$ cat src/rtl/bqpi_pkg.sv
package bqpi_pkg;

  // Width of the fields of one input word and one result word.
  localparam int unsigned OpcodeW   = 3;
  localparam int unsigned ValueW    = 8;
  localparam int unsigned PositionW = 5;
  localparam int unsigned CountW    = 5;
  localparam int unsigned StatusW   = 2;

  typedef enum logic [OpcodeW-1:0] {
    OPC_ENQUEUE   = 3'd0,
    OPC_DEQUEUE   = 3'd1,
    OPC_INS_FRONT = 3'd2,
    OPC_INS_POS   = 3'd3,
    OPC_CLEAR     = 3'd4
  } opcode_e;

  typedef enum logic [StatusW-1:0] {
    ST_DONE          = 2'd0,
    ST_FULL_DROP     = 2'd1,
    ST_EMPTY_IGNORED = 2'd2
  } status_e;

  // What the datapath does to the queue on the accepting edge.
  typedef enum logic [1:0] {
    DOP_HOLD   = 2'd0,
    DOP_INSERT = 2'd1,
    DOP_REMOVE = 2'd2,
    DOP_CLEAR  = 2'd3
  } dp_op_e;

  // Where an insert lands.
  typedef enum logic [1:0] {
    PSEL_REAR  = 2'd0,
    PSEL_FRONT = 2'd1,
    PSEL_INDEX = 2'd2
  } pos_sel_e;

  typedef enum logic {
    CS_IDLE   = 1'b0,
    CS_RESULT = 1'b1
  } ctl_state_e;

  typedef struct packed {
    logic     exec;
    dp_op_e   op;
    pos_sel_e pos_sel;
  } dp_cmd_t;

  typedef struct packed {
    logic full;
    logic empty;
  } dp_sts_t;

endpackage

$ cat src/rtl/bqpi_if.sv
interface bqpi_in_if
  import bqpi_pkg::*;
();
  logic                 valid;
  logic                 ready;
  logic [OpcodeW-1:0]   opcode;
  logic [ValueW-1:0]    value;
  logic [PositionW-1:0] position;

  modport source (output valid, output opcode, output value, output position, input ready);
  modport sink   (input valid, input opcode, input value, input position, output ready);
endinterface

interface bqpi_out_if
  import bqpi_pkg::*;
();
  logic                valid;
  logic                ready;
  logic [ValueW-1:0]   head_value;
  logic                is_empty;
  logic [CountW-1:0]   entry_count;
  logic [StatusW-1:0]  status;

  modport source (output valid, output head_value, output is_empty, output entry_count,
                  output status, input ready);
  modport sink   (input valid, input head_value, input is_empty, input entry_count,
                  input status, output ready);
endinterface

$ cat src/rtl/bqpi_datapath.sv
module bqpi_datapath
  import bqpi_pkg::*;
#(
  parameter int unsigned DEPTH = 16
) (
  input  logic                 clk_i,
  input  logic                 rst_ni,
  input  dp_cmd_t              cmd_i,
  input  logic [ValueW-1:0]    value_i,
  input  logic [PositionW-1:0] position_i,
  output dp_sts_t              sts_o,
  output logic [ValueW-1:0]    head_value_o,
  output logic                 is_empty_o,
  output logic [CountW-1:0]    entry_count_o
);

  localparam int unsigned OccW = $clog2(DEPTH + 1);
  localparam int unsigned CmpW = OccW + PositionW;

  logic [ValueW-1:0] entries_q [DEPTH];
  logic [ValueW-1:0] entries_d [DEPTH];
  logic [OccW-1:0]   occ_q, occ_d;
  logic [CmpW-1:0]   occ_ext, pos_ext, idx;
  logic [CmpW-1:0]   cnt_ext;

  assign occ_ext = {{PositionW{1'b0}}, occ_q};
  assign pos_ext = {{OccW{1'b0}}, position_i};

  assign sts_o.full  = (occ_q == OccW'(DEPTH));
  assign sts_o.empty = (occ_q == '0);

  // Target slot of an insert; positions past the tail append at the rear.
  always_comb begin
    case (cmd_i.pos_sel)
      PSEL_FRONT: idx = '0;
      PSEL_INDEX: idx = (pos_ext < occ_ext) ? pos_ext : occ_ext;
      default:    idx = occ_ext;
    endcase
  end

  for (genvar i = 0; i < DEPTH; i++) begin : g_slot
    localparam logic [CmpW-1:0] SlotIdx = CmpW'(i);
    always_comb begin
      entries_d[i] = entries_q[i];
      if (cmd_i.exec) begin
        case (cmd_i.op)
          DOP_INSERT: begin
            if (SlotIdx == idx) begin
              entries_d[i] = value_i;
            end else if (SlotIdx > idx) begin
              entries_d[i] = (i > 0) ? entries_q[(i > 0) ? i - 1 : 0] : entries_q[i];
            end
          end
          DOP_REMOVE: begin
            entries_d[i] = (i < DEPTH - 1) ? entries_q[(i < DEPTH - 1) ? i + 1 : i] :
                                             entries_q[i];
          end
          default: entries_d[i] = entries_q[i];
        endcase
      end
    end
  end

  always_comb begin
    occ_d = occ_q;
    if (cmd_i.exec) begin
      case (cmd_i.op)
        DOP_INSERT: occ_d = occ_q + OccW'(1);
        DOP_REMOVE: occ_d = occ_q - OccW'(1);
        DOP_CLEAR:  occ_d = '0;
        default:    occ_d = occ_q;
      endcase
    end
  end

  always_ff @(posedge clk_i) begin
    entries_q <= entries_d;
  end

  always_ff @(posedge clk_i or negedge rst_ni) begin
    if (!rst_ni) begin
      occ_q <= '0;
    end else begin
      occ_q <= occ_d;
    end
  end

  assign cnt_ext       = {{PositionW{1'b0}}, occ_q};
  assign entry_count_o = cnt_ext[CountW-1:0];
  assign is_empty_o    = sts_o.empty;
  assign head_value_o  = sts_o.empty ? '0 : entries_q[0];

`ifndef NO_ASSERTIONS
  a_occ_bound : assert property (@(posedge clk_i) disable iff (!rst_ni)
    occ_q <= OccW'(DEPTH))
    else $error("occupancy exceeds queue depth");

  a_clear_empties : assert property (@(posedge clk_i) disable iff (!rst_ni)
    cmd_i.exec && cmd_i.op == DOP_CLEAR |=> occ_q == '0)
    else $error("clear did not empty the queue");

  a_insert_grows : assert property (@(posedge clk_i) disable iff (!rst_ni)
    cmd_i.exec && cmd_i.op == DOP_INSERT |=> occ_q == $past(occ_q) + OccW'(1))
    else $error("insert did not add one entry");
`endif

endmodule

$ cat src/rtl/bqpi_controller.sv
module bqpi_controller
  import bqpi_pkg::*;
(
  input  logic               clk_i,
  input  logic               rst_ni,
  input  logic               in_valid_i,
  output logic               in_ready_o,
  input  logic [OpcodeW-1:0] opcode_i,
  output logic               out_valid_o,
  input  logic               out_ready_i,
  output logic [StatusW-1:0] status_o,
  input  dp_sts_t            sts_i,
  output dp_cmd_t            cmd_o
);

  ctl_state_e state_q, state_d;
  status_e    status_q, status_d;
  logic       accept;

  always_ff @(posedge clk_i or negedge rst_ni) begin
    if (!rst_ni) begin
      state_q <= CS_IDLE;
    end else begin
      state_q <= state_d;
    end
  end

  always_ff @(posedge clk_i) begin
    status_q <= status_d;
  end

  always_comb begin
    in_ready_o  = (state_q == CS_IDLE) || out_ready_i;
    out_valid_o = (state_q == CS_RESULT);
    accept      = in_valid_i && in_ready_o;

    cmd_o.exec    = accept;
    cmd_o.op      = DOP_HOLD;
    cmd_o.pos_sel = PSEL_REAR;
    status_d      = status_q;

    if (accept) begin
      status_d = ST_DONE;
      case (opcode_i)
        OPC_ENQUEUE, OPC_INS_FRONT, OPC_INS_POS: begin
          if (sts_i.full) begin
            status_d = ST_FULL_DROP;
          end else begin
            cmd_o.op = DOP_INSERT;
          end
          if (opcode_i == OPC_INS_FRONT) begin
            cmd_o.pos_sel = PSEL_FRONT;
          end else if (opcode_i == OPC_INS_POS) begin
            cmd_o.pos_sel = PSEL_INDEX;
          end
        end
        OPC_DEQUEUE: begin
          if (sts_i.empty) begin
            status_d = ST_EMPTY_IGNORED;
          end else begin
            cmd_o.op = DOP_REMOVE;
          end
        end
        OPC_CLEAR: cmd_o.op = DOP_CLEAR;
        default:   cmd_o.op = DOP_HOLD;
      endcase
    end

    case (state_q)
      CS_IDLE:   state_d = accept ? CS_RESULT : CS_IDLE;
      CS_RESULT: state_d = (accept || !out_ready_i) ? CS_RESULT : CS_IDLE;
      default:   state_d = CS_IDLE;
    endcase
  end

  assign status_o = status_q;

`ifndef NO_ASSERTIONS
  a_no_insert_full : assert property (@(posedge clk_i) disable iff (!rst_ni)
    cmd_o.exec && cmd_o.op == DOP_INSERT |-> !sts_i.full)
    else $error("insert issued to a full queue");

  a_no_remove_empty : assert property (@(posedge clk_i) disable iff (!rst_ni)
    cmd_o.exec && cmd_o.op == DOP_REMOVE |-> !sts_i.empty)
    else $error("remove issued to an empty queue");

  a_accept_gives_result : assert property (@(posedge clk_i) disable iff (!rst_ni)
    accept |=> out_valid_o)
    else $error("accepted word produced no result");
`endif

endmodule

$ cat src/rtl/byte_queue_with_positional_insert_unit.sv
// The result word of an accepted word is valid in the cycle after acceptance.
// One word is taken per cycle while the result side takes each result as it appears;
// the single result register holds off the next word only while a result is stalled.
// Every queue operation, including an insert in the middle, is done on the accepting
// edge by the shifting register chain. Reset clears the entry count and the handshake state;
// the byte storage itself is not cleared and needs no clearing pass.
module byte_queue_with_positional_insert_unit
  import bqpi_pkg::*;
#(
  parameter int unsigned DEPTH = 16
) (
  input  logic          clk_i,
  input  logic          rst_ni,
  bqpi_in_if.sink       in_i,
  bqpi_out_if.source    out_o
);

  // Command and status travel between the control FSM and the queue datapath.
  dp_cmd_t cmd;
  dp_sts_t sts;

  // The controller owns the handshake and the status code. It decodes the opcode
  // against the full and empty flags, so a dropped insert or an ignored dequeue
  // never reaches the storage.
  bqpi_controller u_ctl (
    .clk_i       (clk_i),
    .rst_ni      (rst_ni),
    .in_valid_i  (in_i.valid),
    .in_ready_o  (in_i.ready),
    .opcode_i    (in_i.opcode),
    .out_valid_o (out_o.valid),
    .out_ready_i (out_o.ready),
    .status_o    (out_o.status),
    .sts_i       (sts),
    .cmd_o       (cmd)
  );

  // The datapath holds the bytes as a chain of registers, head at slot zero.
  // Inserts shift the slots behind the target one place toward the rear and
  // a dequeue shifts every slot one place toward the head. Head, empty flag and
  // count are read straight from the stored state, which stays put while a
  // result waits because no new word is taken in that time.
  bqpi_datapath #(
    .DEPTH (DEPTH)
  ) u_dp (
    .clk_i         (clk_i),
    .rst_ni        (rst_ni),
    .cmd_i         (cmd),
    .value_i       (in_i.value),
    .position_i    (in_i.position),
    .sts_o         (sts),
    .head_value_o  (out_o.head_value),
    .is_empty_o    (out_o.is_empty),
    .entry_count_o (out_o.entry_count)
  );

endmodule

$ cat src/flat_wrapper.sv
// flat-port wrapper written by rule: the top's interface ports become plain ports
module byte_queue_with_positional_insert_unit_flat import bqpi_pkg::*;
#(
  parameter int unsigned DEPTH = 16
)
  (clk_i, rst_ni, in_i_valid, in_i_opcode, in_i_value, in_i_position, in_i_ready, out_o_valid, out_o_head_value, out_o_is_empty, out_o_entry_count, out_o_status, out_o_ready);
  bqpi_in_if in_i_i ();
  bqpi_out_if out_o_i ();
  input  logic clk_i;
  input  logic rst_ni;
  input wire logic [$bits(in_i_i.valid)-1:0] in_i_valid;
  input wire logic [$bits(in_i_i.opcode)-1:0] in_i_opcode;
  input wire logic [$bits(in_i_i.value)-1:0] in_i_value;
  input wire logic [$bits(in_i_i.position)-1:0] in_i_position;
  output wire logic [$bits(in_i_i.ready)-1:0] in_i_ready;
  output wire logic [$bits(out_o_i.valid)-1:0] out_o_valid;
  output wire logic [$bits(out_o_i.head_value)-1:0] out_o_head_value;
  output wire logic [$bits(out_o_i.is_empty)-1:0] out_o_is_empty;
  output wire logic [$bits(out_o_i.entry_count)-1:0] out_o_entry_count;
  output wire logic [$bits(out_o_i.status)-1:0] out_o_status;
  input wire logic [$bits(out_o_i.ready)-1:0] out_o_ready;
  assign in_i_i.valid = in_i_valid;
  assign in_i_i.opcode = in_i_opcode;
  assign in_i_i.value = in_i_value;
  assign in_i_i.position = in_i_position;
  assign in_i_ready = in_i_i.ready;
  assign out_o_valid = out_o_i.valid;
  assign out_o_head_value = out_o_i.head_value;
  assign out_o_is_empty = out_o_i.is_empty;
  assign out_o_entry_count = out_o_i.entry_count;
  assign out_o_status = out_o_i.status;
  assign out_o_i.ready = out_o_ready;
  byte_queue_with_positional_insert_unit #(.DEPTH(DEPTH)) u_core (.clk_i(clk_i), .rst_ni(rst_ni), .in_i(in_i_i), .out_o(out_o_i));
endmodule
$ cat config.mk
export PLATFORM = sky130hd
export DESIGN_NAME = byte_queue_with_positional_insert_unit_flat
export DESIGN_NICKNAME = d
export VERILOG_FILES = /design/src/rtl/bqpi_pkg.sv /design/src/rtl/bqpi_if.sv /design/src/rtl/bqpi_datapath.sv /design/src/rtl/bqpi_controller.sv /design/src/rtl/byte_queue_with_positional_insert_unit.sv /design/src/flat_wrapper.sv
export SDC_FILE = /design/constraint.sdc
export NUM_CORES = 1
export LEC_CHECK = 0
export ABC_AREA = 0
export ABC_CLOCK_PERIOD_IN_PS = 5300
export BUFFER_PORTS_ARGS = -buffer_cell sky130_fd_sc_hd__buf_4
export CAP_MARGIN = 30
export CORE_UTILIZATION = 35
export CTS_CLUSTER_SIZE = 12
export DETAILED_ROUTE_END_ITERATION = 16
export GPL_ROUTABILITY_DRIVEN = 1
export PLACE_DENSITY = 0.52
export SYNTH_ARGS = -nofsm -noshare
export SYNTH_HDL_FRONTEND = slang
export SYNTH_SLANG_ARGS = --single-unit
$ cat constraint.sdc
create_clock -name clk_i -period 5.3 [get_ports clk_i]
set_clock_uncertainty 0.1 [all_clocks]
set_input_delay 1.06 -clock clk_i [delete_from_list [all_inputs] [get_ports clk_i]]
set_output_delay 1.06 -clock clk_i [all_outputs]
set_load 0.02 [all_outputs]
Word-level counts from Yosys, hierarchy flattened
Cells that the tools add are included.
{"block": "totals", "register_bits": 136, "inputBits": 20, "out_inout_bits": 18, "elab_cells": 169}
{"block": "classes", "n_addsub": 2, "order_cmp": 16, "n_eq_ne": 40, "n_mux": 63, "bitwise_logic": 1, "n_reduce_logical": 28}
{"operator": "$mux 8", "count": 32}
{"operator": "$pmux 8 s2", "count": 15}
{"operator": "$eq 4x10->1 const A", "count": 8}
{"operator": "$gt 4x10->1 const A", "count": 8}
{"operator": "$reduce_and 3->1", "count": 16}
{"operator": "$ne 3x3->1 const B", "count": 14}
{"operator": "$eq 3x10->1 const A", "count": 4}
{"operator": "$gt 3x10->1 const A", "count": 4}
{"operator": "$eq 2x10->1 const A", "count": 2}
{"operator": "$gt 2x10->1 const A", "count": 2}
{"operator": "$pmux 5 s3", "count": 1}
{"operator": "$eq 1x10->1 const A", "count": 1}
{"operator": "$gt 1x10->1 const A", "count": 1}
{"operator": "$logic_not 10->1", "count": 1}
{"operator": "$mux 2", "count": 5}
{"operator": "$pmux 5 s2", "count": 1}
{"operator": "$eq 2x2->1 const B", "count": 3}
{"operator": "$eq 3x2->1 const B", "count": 2}
{"operator": "$pmux 2 s3", "count": 1}
{"operator": "$add 5x1->5 const B", "count": 1}
{"operator": "$eq 5x5->1 const B", "count": 1}
{"operator": "$logic_not 5->1", "count": 1}
{"operator": "$lt 5x5->1", "count": 1}
{"operator": "$mux 5", "count": 1}
{"operator": "18 further kinds", "count": 24}

Logic depth before layout (Yosys ltp)
Gate-level depths: netlist (run 1).
{"block": "logic_depth", "word_depth": 11, "depth_mapped": 14, "ltp_nobuf": 12}

Modules after synthesis
Synthesis (run 1) repeated with hierarchy kept, for this count alone.
{"block": "unflattened", "hier_cells": 828, "hier_area_um2": 8355.5}
{"mod": "bqpi_datapath", "n_inst": 1, "cells_per_inst": 806, "area_each_um2": 8136.6, "seq_area_each_um2": 3968.8}
{"mod": "bqpi_controller", "n_inst": 1, "cells_per_inst": 22, "area_each_um2": 219.0, "seq_area_each_um2": 85.1}

Least setup slack after synthesis (run 1)
No wires, ideal clock.
{"block": "synth_path", "path_type": "in2reg", "start": "input out_o_ready", "end": "register u_core.u_dp.entries_q[104] (netlist name) (enable)", "setup_ns": 0.386, "t_arrival_ns": 4.320, "required_ns": 4.814, "setup_slack_ns": 0.493, "path_stages": 12, "path_buffers": 1, "cell_sequence": "nand2b_1 -> nand2_1 -> nor2_1 -> nand3b_1 -> ha_1 -> a211o_1 -> a21oi_1 -> buf_2 -> nand2_1 -> mux2i_1 -> nand3_1 -> a211oi_1"}
{"block": "synth_between", "elab_chain_len": 8, "elab_cells_between_ends": 13, "classes_between": "order compare: 1; eq/ne: 6; mux: 2; reduce/logical: 4"}
{"element": "from (decl)", "line_no": "flat_wrapper.sv:21", "text": "input wire logic [$bits(out_o_i.ready)-1:0] out_o_ready;"}
{"element": "$logic_or 1x1->1 (*)", "line_no": "bqpi_controller.sv:33", "text": "in_ready_o = (state_q == CS_IDLE) || out_ready_i;"}
{"element": "$logic_and 1x1->1 (*)", "line_no": "bqpi_controller.sv:35", "text": "accept = in_valid_i && in_ready_o;"}
{"element": "$mux 4", "line_no": "bqpi_controller.sv:42", "text": "if (accept) begin"}
{"element": "$eq 2x2->1 / $eq 2x1->1 (equally long branches)", "line_no": "bqpi_datapath.sv:34", "text": "case (cmd_i.pos_sel)"}
{"element": "$pmux 5 s2", "line_no": "bqpi_datapath.sv:34"}
{"element": "$gt 2x10->1 / $eq 2x10->1 (equally long branches)", "line_no": "bqpi_datapath.sv:50, bqpi_datapath.sv:48"}
{"element": "$ne 3x3->1 (no line)"}
{"element": "$reduce_and 3->1 (no line) (*)"}
{"element": "to (signal assigned)", "line_no": "bqpi_datapath.sv:77", "text": "entries_q <= entries_d;"}
{"element": "to (decl)", "line_no": "bqpi_datapath.sv:20", "text": "logic [ValueW-1:0] entries_q [DEPTH];"}
Mark *: on every way between the ends. The rest lies on a longest branch, timed or not.
A chain may end at the register's enable or synchronous reset.

Final worst setup path (run 1)
{"block": "layout_path", "start": "input out_o_ready", "end": "register u_core.u_dp.entries_q[72] (netlist name) (enable)"}
{"block": "layout_between", "elab_chain_len": 8, "elab_cells_between_ends": 13, "classes_between": "order compare: 1; eq/ne: 6; mux: 2; reduce/logical: 4"}
{"element": "$logic_or 1x1->1 (*)", "line_no": "bqpi_controller.sv:33"}
{"element": "$logic_and 1x1->1 (*)", "line_no": "bqpi_controller.sv:35"}
{"element": "$mux 4", "line_no": "bqpi_controller.sv:42"}
{"element": "$eq 2x2->1 / $eq 2x1->1 (equally long branches)", "line_no": "bqpi_datapath.sv:34"}
{"element": "$pmux 5 s2", "line_no": "bqpi_datapath.sv:34"}
{"element": "$gt 3x10->1 / $eq 3x10->1 (equally long branches)", "line_no": "bqpi_datapath.sv:50, bqpi_datapath.sv:48"}
{"element": "$ne 3x3->1 (no line)"}
{"element": "$reduce_and 3->1 (no line) (*)"}
Marks and branches as above.

==> results of run 1 <==
-- final cells by class --
class | instances | share of cell area (%)
inverter | 10 | 0.415
sequential | 136 | 43.4
multi-input combinational | 633 | 39.8
clock inverter | 14 | 1.61
clock buffer | 18 | 4.59
tap | 285 | 3.82
timing repair buffer | 75 | 6.38
-- through the flow --
step | setup slack, ns | std cells | total power [mW] | utilization, % | hold slack [ns]
3_3_place_gp | 0.609 | 1137 | 2.93 | 38.7 | 0.432
2_1_floorplan | 0.493 | 845 | 2.37 | - | 0.410
4_1_cts | 0.996 | 1169 | 4.11 | 41.2 | 0.320
3_5_place_dp | 0.587 | 1137 | 2.92 | 38.7 | 0.432
5_1_grt | 0.771 | 1171 | 4.31 | 41.4 | 0.322
6_report | 0.979 | 1171 | 4.12 | 41.4 | 0.328
-- critical path, stage by stage --
cell and delay (ns):
buf_4 0.07, nand2b_1 0.13, nand2_1 0.09, nor2_1 0.31, nand3b_1 0.13, ha_1 0.38
a211o_1 0.28, a211o_1 0.29, a211oi_1 0.79, nor2_2 0.38, a31oi_1 0.23, buf_4 0.20
-- worst min-delay path by stage --
stage	start	endpoint	slack, ns	cells past startpoint
finish	rst_ni	u_core.u_dp.entry_count_o[2]	0.33	1
global route	rst_ni	u_core.u_dp.entry_count_o[2]	0.32	1
CTS	rst_ni	u_core.u_dp.entry_count_o[3]	0.32	1
detailed placement	u_core.u_ctl.out_valid_o	u_core.u_ctl.out_valid_o	0.43	2
global placement	u_core.u_ctl.out_valid_o	u_core.u_ctl.out_valid_o	0.43	2
floorplan	u_core.u_dp.entries_q[112]	u_core.u_dp.entries_q[120]	0.41	2
-- cells in the final DEF (no fill, tap or decap), drive strengths merged, types with 2 or more instances in the layout --
| master | Yosys | routed |
|---|---|---|
| mux2i | 32 | 32 |
| nor2b | 2 | 2 |
| nand2 | 61 | 61 |
| buf | 6 | 75 |
| and2 | 13 | 13 |
| a31oi | 76 | 76 |
| nand3 | 13 | 13 |
| o21a | 4 | 4 |
| mux2 | 11 | 11 |
| a211o | 4 | 4 |
| or2 | 4 | 4 |
| o21ai | 100 | 100 |
| edfxtp | 130 | 130 |
| o2111ai | 3 | 3 |
| a22oi | 2 | 2 |
| xor2 | 2 | 2 |
| clkinvlp | 0 | 3 |
| o311ai | 9 | 9 |
| o2bb2ai | 3 | 3 |
| clkinv | 0 | 8 |
| o211ai | 11 | 11 |
| a21o | 4 | 4 |
| ha | 8 | 8 |
| a221oi | 2 | 2 |
| a21oi | 103 | 103 |
| nand3b | 3 | 3 |
| nor2 | 110 | 110 |
| inv | 10 | 11 |
| nor3 | 8 | 8 |
| or3 | 3 | 3 |
| bufinv | 0 | 2 |
| clkbuf | 60 | 18 |
| nand4 | 3 | 3 |
| nand2b | 7 | 7 |
| dfrtp | 6 | 6 |
| a21boi | 2 | 2 |
| o31ai | 4 | 4 |
| a211oi | 5 | 5 |
| or4 | 2 | 2 |
| and3 | 6 | 6 |
-- power breakdown --
| part | switching (mW) | internal (mW) | total [mW] |
|---|---|---|---|
| Sequential | 0.114 | 1.37 | 1.48 |
| Combinational | 0.979 | 0.464 | 1.44 |
| Clock | 0.497 | 0.695 | 1.19 |
| Total | 1.59 | 2.53 | 4.12 |
-- state kept, by name, summed over array words and instances, names as in the netlist --
name,cells
u_core.u_ctl.out_valid_o,1
u_core.u_ctl.status_o,2
u_core.u_dp.entries_q,128
u_core.u_dp.entry_count_o,5
-- metal layers --
metal  up-vias  GRT usage, %  wire [um]
met1      3417          30.3      11300
met2       261          33.7      11700
met4         0          6.00        331
met3        26          3.92       1520
met5         -             0          0
li1       3273             -          -
-- cell families after synthesis --
logic type               count (synthesis)
AO/OA/AOI/OAI                          341
XOR/XNOR                                 2
adder cells (fa/ha/maj)                  9
buffers and inverters                   76
flip-flops                             136
multiplexers                            43
AND/OR/NAND/NOR                        238
==> impl_metrics.env, run 1 <==
export IMPL_clk_latency_ns=0.43
export IMPL_startpoint="out_o_ready"
export IMPL_ys_ff_latch=136
export IMPL_root_buffer="clkbuf_16"
export IMPL_syn_area_mm2=0.00804
export IMPL_ys_flop_type="edfxtp_1"
export IMPL_initialDrtViolationCount=677
export IMPL_cts_resized=0
export IMPL_cts_setup_buffers=0
export IMPL_stdcell_area_mm2=0.00934
export IMPL_dp_hpwl_mm=16.8
export IMPL_period_needed_ns=4.32
export IMPL_antenna_found_initial=0
export IMPL_cts_tree="built"
export IMPL_crit_arrival_ns=4.35
export IMPL_cts_reportedPaths_clkPinSlew_ns=0.06
export IMPL_firstDrtPassIters=7
export IMPL_synthArstFlopShare_pct=4.41
export IMPL_synth_edff_count=130
export IMPL_yosysSeqAreaShare_pct=50.4
export IMPL_synth_simple_area_share_pct=13.2
export IMPL_worstReg2RegStart="u_core.u_ctl.out_valid_o"
export IMPL_dieArea_mm2=0.0236
export IMPL_ff2ff_path_depth=11
export IMPL_leakage_nw=3.19
export IMPL_rrSetupSlack_ns=1.32
export IMPL_maxSlewViolCount=0
export IMPL_drive_above_1_share_pct=14.8
export IMPL_drc=0
export IMPL_grt_max_degree=98
export IMPL_period_share_pct=81.5
export IMPL_synth_most_common_cell="edfxtp_1"
export IMPL_irDropWorstVdd_uv=211
export IMPL_hold_buffers=0
export IMPL_synth_area_leaders="edfxtp_1 49%, a21oi_1 6.3%, o21ai_0 6.1%"
export IMPL_syn_to_final_growth_pct=16.2
export IMPL_grt_pass1_wl_mm=39.1
export IMPL_synth_cell_types=59
export IMPL_netlist_top_cells_count="130 x edfxtp_1, 110 x nor2_1, 102 x a21oi_1, 98 x o21ai_0, 76 x a31oi_1"
export IMPL_fillCellCount=2245
export IMPL_worstReg2RegEnd="u_core.u_dp.entries_q[72]"
export IMPL_synth_compound_area_share_pct=25.5
export IMPL_fin_setup_tns_ns=0
export IMPL_clockBufferDepth=2
export IMPL_rsz0062_at_grt="no"
export IMPL_num_io_pins=38
export IMPL_path_class="in -> reg"
export IMPL_final_hold_viol_count=0
export IMPL_placed_area_mm2=0.00873
export IMPL_yosysTopAreaCell="edfxtp_1"
export IMPL_first_global_vias=6633
export IMPL_grt_usage_pct=21.5
export IMPL_die_h_um=154
export IMPL_maxSlewHeadroom_pct=36.4
export IMPL_nets=902
export IMPL_synthAdderAreaFrac_pct=1.49
export IMPL_syn_area_per_cell_um2=9.52
export IMPL_worst_pin_slew_ns=0.951
export IMPL_vias=6977
export IMPL_rows=55
export IMPL_coreArea_mm2=0.0226
export IMPL_yosys_area_top_type_share_pct=48.5
export IMPL_powerDensity_mw_per_mm2=441
export IMPL_setup_worst_path_end="u_core.u_dp.entries_q[72]"
export IMPL_gp_congestion=0.809
export IMPL_multi_input_area_mm2=0.00372
export IMPL_seq_area_mm2=0.00405
export IMPL_routedWlPerCell_um=21.2
export IMPL_portBuffers=37
export IMPL_grt_overflow=0
export IMPL_synth_nets=874
export IMPL_clock_fmax_ghz=0.231
export IMPL_clock_sinks=136
export IMPL_die_x_um=154
export IMPL_finalSetupViolations=0
export IMPL_cap_violations=0
export IMPL_synthMuxAreaShare_pct=5.52
export IMPL_antenna_cells=0
export IMPL_crit_required_ns=5.33
export IMPL_start_util_pct=35.6
export IMPL_syn_inst=845
export IMPL_drt_total_wl_mm=24.9
export IMPL_critPathMaxFanout=17
export IMPL_drtAntennaViolNets=0
export IMPL_cts_inserted_buffers=17
export IMPL_end_kind="flip-flop"
export IMPL_critPathLaunchType="input port"
export IMPL_yosysWarningCount=0
export IMPL_synth_xor_area_share_pct=0.218
export IMPL_viasPerCell=5.96
export IMPL_outcome="finished clean"
export IMPL_synth_top_family_by_area="compound AO/OA/AOI/OAI gates"
export IMPL_hold_class="in -> async"
export IMPL_h_tree_depth=4
Note: power is estimated with default switching activity, not from simulation.
==> run 2: changes to the inputs <==
Settings changed: ABC_AREA 0 to 1, ABC_CLOCK_PERIOD_IN_PS 5300 to 4000.
Clock period 5.3 ns to 4 ns, I/O delays scaled along.
==> run 2 against run 1 <==
  * Largest cell class unchanged
  * Final cell count up 25%
  * Total power up 36%
  * Wire length down 7.8%
==> impl_metrics.env, run 2 <==
export IMPL_portBuffers=37
export IMPL_crit_buf_inv=6
export IMPL_clock_power_share_pct=28.4
export IMPL_yosysSeqAreaShare_pct=47.7
export IMPL_swShare_pct=37.9
export IMPL_firstDrtPassIters=5
export IMPL_grt_usage_pct=19.7
export IMPL_p_sw_mw=2.12
export IMPL_final_hold_viol_count=0
export IMPL_hold_class="in -> async"
export IMPL_path_class="in -> reg"
export IMPL_worstPathCellList="buf_4, inv_1, nand2_1, nand2_1, inv_1, nand2_1, ha_1, nor2_1, nand2_1, inv_2, nand3_4, nand2_1, nand3_2, nor2_1, buf_4, nand3_4, a21oi_1, buf_4"
export IMPL_crit_family="simple AND/OR/NAND/NOR gates"
export IMPL_grt_overflow=0
export IMPL_cts_tree="built"
export IMPL_ys_ff_latch=136
export IMPL_stdcell_area_mm2=0.00967
export IMPL_placed_area_mm2=0.00909
export IMPL_ff2ff_path_depth=16
export IMPL_die_x_um=158
export IMPL_cp_slowest_stage_delay_ns=0.31
export IMPL_fin_setup_tns_ns=0
export IMPL_seqPwrFrac_pct=35.8
export IMPL_end_kind="flip-flop"
export IMPL_finalSetupViolations=0
export IMPL_clk_latency_ns=0.42
export IMPL_combinationalPowerShare_pct=35.8
export IMPL_gp_congestion=0.778
export IMPL_drt_total_wl_mm=22.9
export IMPL_nets=1156
export IMPL_vias=7204
export IMPL_yosysTopAreaCell="edfxtp_1"
export IMPL_coreArea_mm2=0.0236
export IMPL_first_global_vias=6886
export IMPL_dp_hpwl_mm=15.9
export IMPL_rows=56
export IMPL_synth_area_leaders="edfxtp_1 46%, nand2_1 19%, nand3_1 11%"
export IMPL_syn_to_final_growth_pct=13.8
export IMPL_yosysWarningCount=0
export IMPL_layout_commonest_cell="nand2_1"
export IMPL_rrSetupSlack_ns=0.82
export IMPL_grt_max_degree=90
export IMPL_worstReg2RegEnd="u_core.u_dp.entries_q[43]"
export IMPL_crit_arrival_ns=3.30
export IMPL_drtAntennaViolNets=0
export IMPL_syn_inst=1100
export IMPL_critPathLaunchType="input port"
export IMPL_drc=0
export IMPL_powerDensity_mw_per_mm2=579
export IMPL_irDropWorstVdd_uv=265
export IMPL_synth_cell_types=32
export IMPL_synthArstFlopShare_pct=4.41
export IMPL_fillCellCount=2478
export IMPL_final_cell_mix="439 x nand2_1, 182 x nand3_1, 152 x inv_1"
export IMPL_start_util_pct=36.0
export IMPL_synth_nets=1129
export IMPL_clock_fmax_ghz=0.306
export IMPL_antenna_found_initial=0
export IMPL_h_tree_depth=4
export IMPL_worstReg2RegStart="u_core.u_ctl.out_valid_o"
export IMPL_fin_cells=1458
export IMPL_maxSlewHeadroom_pct=33.4
export IMPL_syn_area_mm2=0.00850
export IMPL_cts_resized=0
export IMPL_worst_pin_slew_ns=0.994
export IMPL_cp_slowest_cell="ha_1"
export IMPL_cts_reportedPaths_clkPinSlew_ns=0.06
export IMPL_num_io_pins=38
export IMPL_period_share_pct=81.7
export IMPL_cap_violations=0
export IMPL_initialDrtViolationCount=572
export IMPL_root_buffer="clkbuf_16"
export IMPL_grt_pass1_wl_mm=37.1
export IMPL_dieArea_mm2=0.0249
export IMPL_clock_sinks=136
export IMPL_synth_most_common_cell="nand2_1"
export IMPL_clockBufferDepth=2
export IMPL_syn_area_per_cell_um2=7.73
export IMPL_yosys_area_top_type_share_pct=45.9
export IMPL_viasPerCell=4.94
export IMPL_maxSlewViolCount=0
export IMPL_cts_inserted_buffers=17
export IMPL_ys_flop_type="edfxtp_1"
export IMPL_die_h_um=158
export IMPL_p_int_mw=3.48
export IMPL_dp_cells=1427
export IMPL_outcome="finished clean"
export IMPL_regMostFlops="u_core.u_dp.entries_q"
export IMPL_netlist_top_cells_count="439 x nand2_1, 182 x nand3_1, 152 x inv_1, 130 x edfxtp_1, 30 x buf_2"
export IMPL_period_needed_ns=3.27
export IMPL_leakage_nw=4.65
export IMPL_cts_setup_buffers=0
export IMPL_drive_above_1_share_pct=12.6
export IMPL_synth_edff_count=130
export IMPL_cp_common_cell="nand2_1"
export IMPL_hold_buffers=0
export IMPL_routedWlPerCell_um=15.7
export IMPL_rsz0062_at_grt="no"
export IMPL_critPathMaxFanout=20
export IMPL_crit_required_ns=4.03
export IMPL_antenna_cells=0
export IMPL_largest_reg_flops=128
-- run 2: cell count changes in the layout (fill, tap and decap cells not counted), sizes merged, moves of 75 or more --
cell,change
inv,+152
o21ai,-75
nand3,+183
a21oi,-95
nand2,+394
nor2,-86
-- run 2: how the worst max path moves through the flow --
stage | slack (ns) | end | depth (start not counted) | from
floorplan | 0.22 | u_core.u_dp.entries_q[120] | 17 | out_o_ready
global placement | 0.37 | u_core.u_dp.entries_q[125] | 19 | out_o_ready
detailed placement | 0.31 | u_core.u_dp.entries_q[125] | 19 | out_o_ready
CTS | 0.75 | u_core.u_dp.entries_q[125] | 19 | out_o_ready
global route | 0.43 | u_core.u_dp.entries_q[43] | 18 | out_o_ready
finish | 0.73 | u_core.u_dp.entries_q[43] | 18 | out_o_ready
-- run 2: per-stage QoR --
stage	worst slack (ns)	total power, mW	utilization (%)	hold WS [ns]
3_3_place_gp	0.365	4.02	38.5	0.399
6_report	0.731	5.60	41.0	0.0665
4_1_cts	0.753	5.63	41.0	0.0537
3_5_place_dp	0.306	4.04	38.5	0.412
5_1_grt	0.432	5.95	41.0	0.0544
2_1_floorplan	0.222	3.47	-	0.395
-- run 2: cell families after synthesis --
| family | share of synthesized area [%] |
|---|---|
| adders and majority gates | 1.41 |
| xor gates and xnor gates | 0.309 |
| DFF | 47.7 |
| buffers and inverters | 10.8 |
| and+or+nand+nor | 37.4 |
| AOI/OAI and AO/OA | 2.40 |
-- run 2: final cells by class --
type / count / area, um^2 / share of cell area (%)
Timing Repair Buffer: 62 / 490 / 5.07
Multi-Input combinational cell: 747 / 3530 / 36.5
Clock inverter: 14 / 156 / 1.62
Inverter: 163 / 613 / 6.34
Clock buffer: 17 / 425 / 4.40
Tap cell: 319 / 399 / 4.13
Sequential cell: 136 / 4050 / 41.9
-- run 2: power by group through the flow --
stage | Combinational [mW] | Clock, mW | Sequential, mW
2_1_floorplan | 1.45 | 0 | 2.02
3_3_place_gp | 1.99 | 0 | 2.03
3_5_place_dp | 2.01 | 0 | 2.03
4_1_cts | 2.02 | 1.61 | 2.00
5_1_grt | 2.26 | 1.67 | 2.03
6_report | 2.00 | 1.59 | 2.00
-- run 2: worst register-to-register path, delay by kind of cell, from the launching register on --
| family | cells | cell delay, ns |
|---|---|---|
| AO/OA/AOI/OAI | 1 | 0.18 |
| buffers and inverters | 4 | 0.80 |
| flip-flops | 1 | 0.37 |
| adder cells (fa/ha/maj) | 1 | 0.31 |
| AND/OR/NAND/NOR | 10 | 1.11 |
-- run 2: metal layers --
layer / share of wire (%) / vias to the layer above / track usage, %
met5: 0 / - / 0
met4: 0.78 / 0 / 4.35
met3: 4.2 / 17 / 3.39
met2: 47 / 150 / 31.8
met1: 48 / 3446 / 27.3
li1: - / 3591 / -
==> run 3: changes to the inputs <==
Settings changed: ABC_AREA 1 to 0, ABC_CLOCK_PERIOD_IN_PS 4000 to 2950, PLACE_DENSITY 0.52 to 0.54.
Clock period 4 ns to 2.95 ns, I/O delays scaled along.
==> run 3 against run 2 <==
  * The flow now finishes with violations (setup timing)
  * Via count increased by 3.0%
  * First-iteration DRC count grew 8.7%
  * Sequential cell count unchanged
  * Global-route usage increased by 2.9 points
  * Register-to-register slack got worse by 1.2 ns
  * Sequential power rose by 30%
  * Wire length grew 18%
  * Hold slack improved by 0.21 ns
  * Clock power up 35%
==> impl_metrics.env, run 3 (same netlist as run 1, synthesis figures left out) <==
export IMPL_outcome="complete, but fails checks"
export IMPL_violations="setup timing"
export IMPL_hold_path_depth=2
export IMPL_grt_usage_pct=22.5
export IMPL_powerDensity_mw_per_mm2=810
export IMPL_largest_reg_flops=128
export IMPL_utilization_pct=53.8
export IMPL_critPathLaunchType="flip-flop"
export IMPL_maxSlewHeadroom_pct=51.9
export IMPL_coreArea_mm2=0.0226
export IMPL_leakage_nw=4.17
export IMPL_grt_overflow=0
export IMPL_cts_tree="built"
export IMPL_crit_required_ns=3.13
export IMPL_first_global_vias=7257
export IMPL_clockBufferDepth=2
export IMPL_start_util_pct=35.6
export IMPL_antenna_found_initial=0
export IMPL_portBuffers=37
export IMPL_ff2ff_path_depth=15
export IMPL_cap_violations=0
export IMPL_hold_class="in -> reg"
export IMPL_root_buffer="clkbuf_16"
export IMPL_critPathMaxFanout=8
export IMPL_cts_inserted_buffers=17
export IMPL_drc=0
export IMPL_clock_sinks=136
export IMPL_finalSetupViolations=232
export IMPL_worstReg2RegEnd="u_core.u_dp.entries_q[94]"
export IMPL_nets=1011
export IMPL_fillCellCount=1980
export IMPL_clk_latency_ns=0.43
export IMPL_hold_path_end="u_core.u_ctl.out_valid_o"
export IMPL_final_cell_mix="130 x edfxtp_1, 123 x buf_4, 100 x nor2_1"
export IMPL_layout_commonest_cell="edfxtp_1"
export IMPL_h_tree_depth=4
export IMPL_grt_pass1_wl_mm=41.0
export IMPL_hp_start="in_i_valid"
export IMPL_preCtsSetupSlack_ns=-0.632
export IMPL_dp_hpwl_mm=17.8
export IMPL_p_total_mw=9.84
export IMPL_final_setup_worst_slack_ns=-0.347
export IMPL_gp_congestion=0.840
export IMPL_irDropWorstVdd_uv=463
export IMPL_num_io_pins=38
export IMPL_antenna_cells=0
export IMPL_drtAntennaViolNets=0
export IMPL_drt_met1_wl_mm=12.2
export IMPL_grt_max_degree=65
export IMPL_cts_reportedPaths_clkPinSlew_ns=0.06
export IMPL_firstDrtPassIters=5
export IMPL_rows=55
export IMPL_drt_total_wl_mm=27.0
export IMPL_rsz0062_at_grt="yes"
export IMPL_final_hold_viol_count=0
export IMPL_wl_met3_mm=1.19
export IMPL_drive_above_1_share_pct=39.8
export IMPL_rrSetupSlack_ns=-0.35
export IMPL_die_h_um=154
export IMPL_met2WireLength_mm=13.3
export IMPL_viasPerCell=5.80
export IMPL_initialDrtViolationCount=622
export IMPL_crit_arrival_ns=3.47
export IMPL_period_needed_ns=3.30
export IMPL_worst_pin_slew_ns=0.721
export IMPL_end_kind="flip-flop"
export IMPL_regMostFlops="u_core.u_dp.entries_q"
export IMPL_clock_fmax_ghz=0.303
export IMPL_routedWlPerCell_um=21.1
export IMPL_syn_to_final_growth_pct=51.1
export IMPL_dieArea_mm2=0.0236
export IMPL_vias=7421
export IMPL_period_share_pct=112
export IMPL_path_class="reg -> reg"
export IMPL_worstReg2RegStart="u_core.u_ctl.out_valid_o"
export IMPL_maxSlewViolCount=0
export IMPL_top_layer_used="met4"
export IMPL_die_x_um=154
run 3: cell count changes in the layout (fill, tap and decap cells not counted), moves of 35 or more:
cell     change
nand2_1    -386
nand3_1    -172
inv_1      -144
nor2_1      +91
buf_4       +63
a21oi_1     +62
a31oi_1     +39
o21ai_1     +35
run 3: final cells by class:
cell class / instances / area (um^2) / share of cell area [%]
Tap cell: 285 / 357 / 2.93
Sequential cell: 136 / 4050 / 33.4
Clock buffer: 18 / 429 / 3.53
Timing Repair Buffer: 184 / 1980 / 16.3
Inverter: 10 / 41.3 / 0.340
Multi-Input combinational cell: 633 / 5140 / 42.3
Clock inverter: 14 / 148 / 1.21
run 3: how the worst max path moves through the flow:
stage | slack [ns] | endpoint | cells past startpoint | from
6_report | -0.35 | u_core.u_dp.entries_q[94] | 15 | u_core.u_ctl.out_valid_o
5_1_grt | -0.47 | u_core.u_dp.entries_q[61] | 14 | u_core.u_ctl.out_valid_o
4_1_cts | -0.33 | u_core.u_dp.entries_q[29] | 12 | u_core.u_ctl.out_valid_o
3_5_place_dp | -0.63 | u_core.u_dp.entries_q[29] | 13 | out_o_ready
3_3_place_gp | -0.60 | u_core.u_dp.entries_q[30] | 13 | out_o_ready
2_1_floorplan | -0.54 | u_core.u_dp.entries_q[26] | 11 | out_o_ready
run 3: per-stage QoR:
step / setup TNS [ns] / hold slack, ns / instances / instance area (um^2)
3_5_place_dp: -113.43 / 0.304 / 1224 / 10100
4_1_cts: -35.14 / 0.268 / 1271 / 11400
6_report: -44.83 / 0.280 / 1280 / 12200
2_1_floorplan: -77.95 / 0.194 / 845 / 8500
5_1_grt: -72.46 / 0.287 / 1280 / 12200
3_3_place_gp: -108.00 / 0.307 / 1224 / 10100
run 3: per-layer routing:
metal | track usage, % | vias up
met3 | 3.41 | 25
met4 | 5.62 | 0
met5 | 0 | -
li1 | - | 3505
met1 | 31.2 | 3672
met2 | 36.8 | 219
run 3: timing repair:
action                                 4_1_cts  5_1_grt
gates resized for setup                    137      127
setup endpoints to repair                  231      241
cloned                                       5        4
hold buffers                                 1        0
pin swaps                                   68       58
setup buffers                               11        7
endpoints found under the hold margin        6        0
run 3: power breakdown:
| part | total [mW] | internal (mW) | switching (mW) | leakage [nW] |
|---|---|---|---|---|
| sequential | 2.61 | 2.46 | 0.150 | 1.27 |
| clock | 2.14 | 1.25 | 0.894 | 0.271 |
| combinational | 5.09 | 2.22 | 2.87 | 2.63 |
run 3: worst max-delay path: stages (launching register included):
cell and delay [ns]:
dfrtp_1 0.41, nand2b_4 0.10, nand2_4 0.06, nor2_4 0.10, nand3b_1 0.13, ha_4 0.27, a211o_1 0.26, a211o_1 0.26
buf_4 0.14, buf_6 0.12, a211o_4 0.34, a22oi_2 0.25, buf_4 0.17, buf_8 0.14, a31oi_1 0.10, a21oi_1 0.19
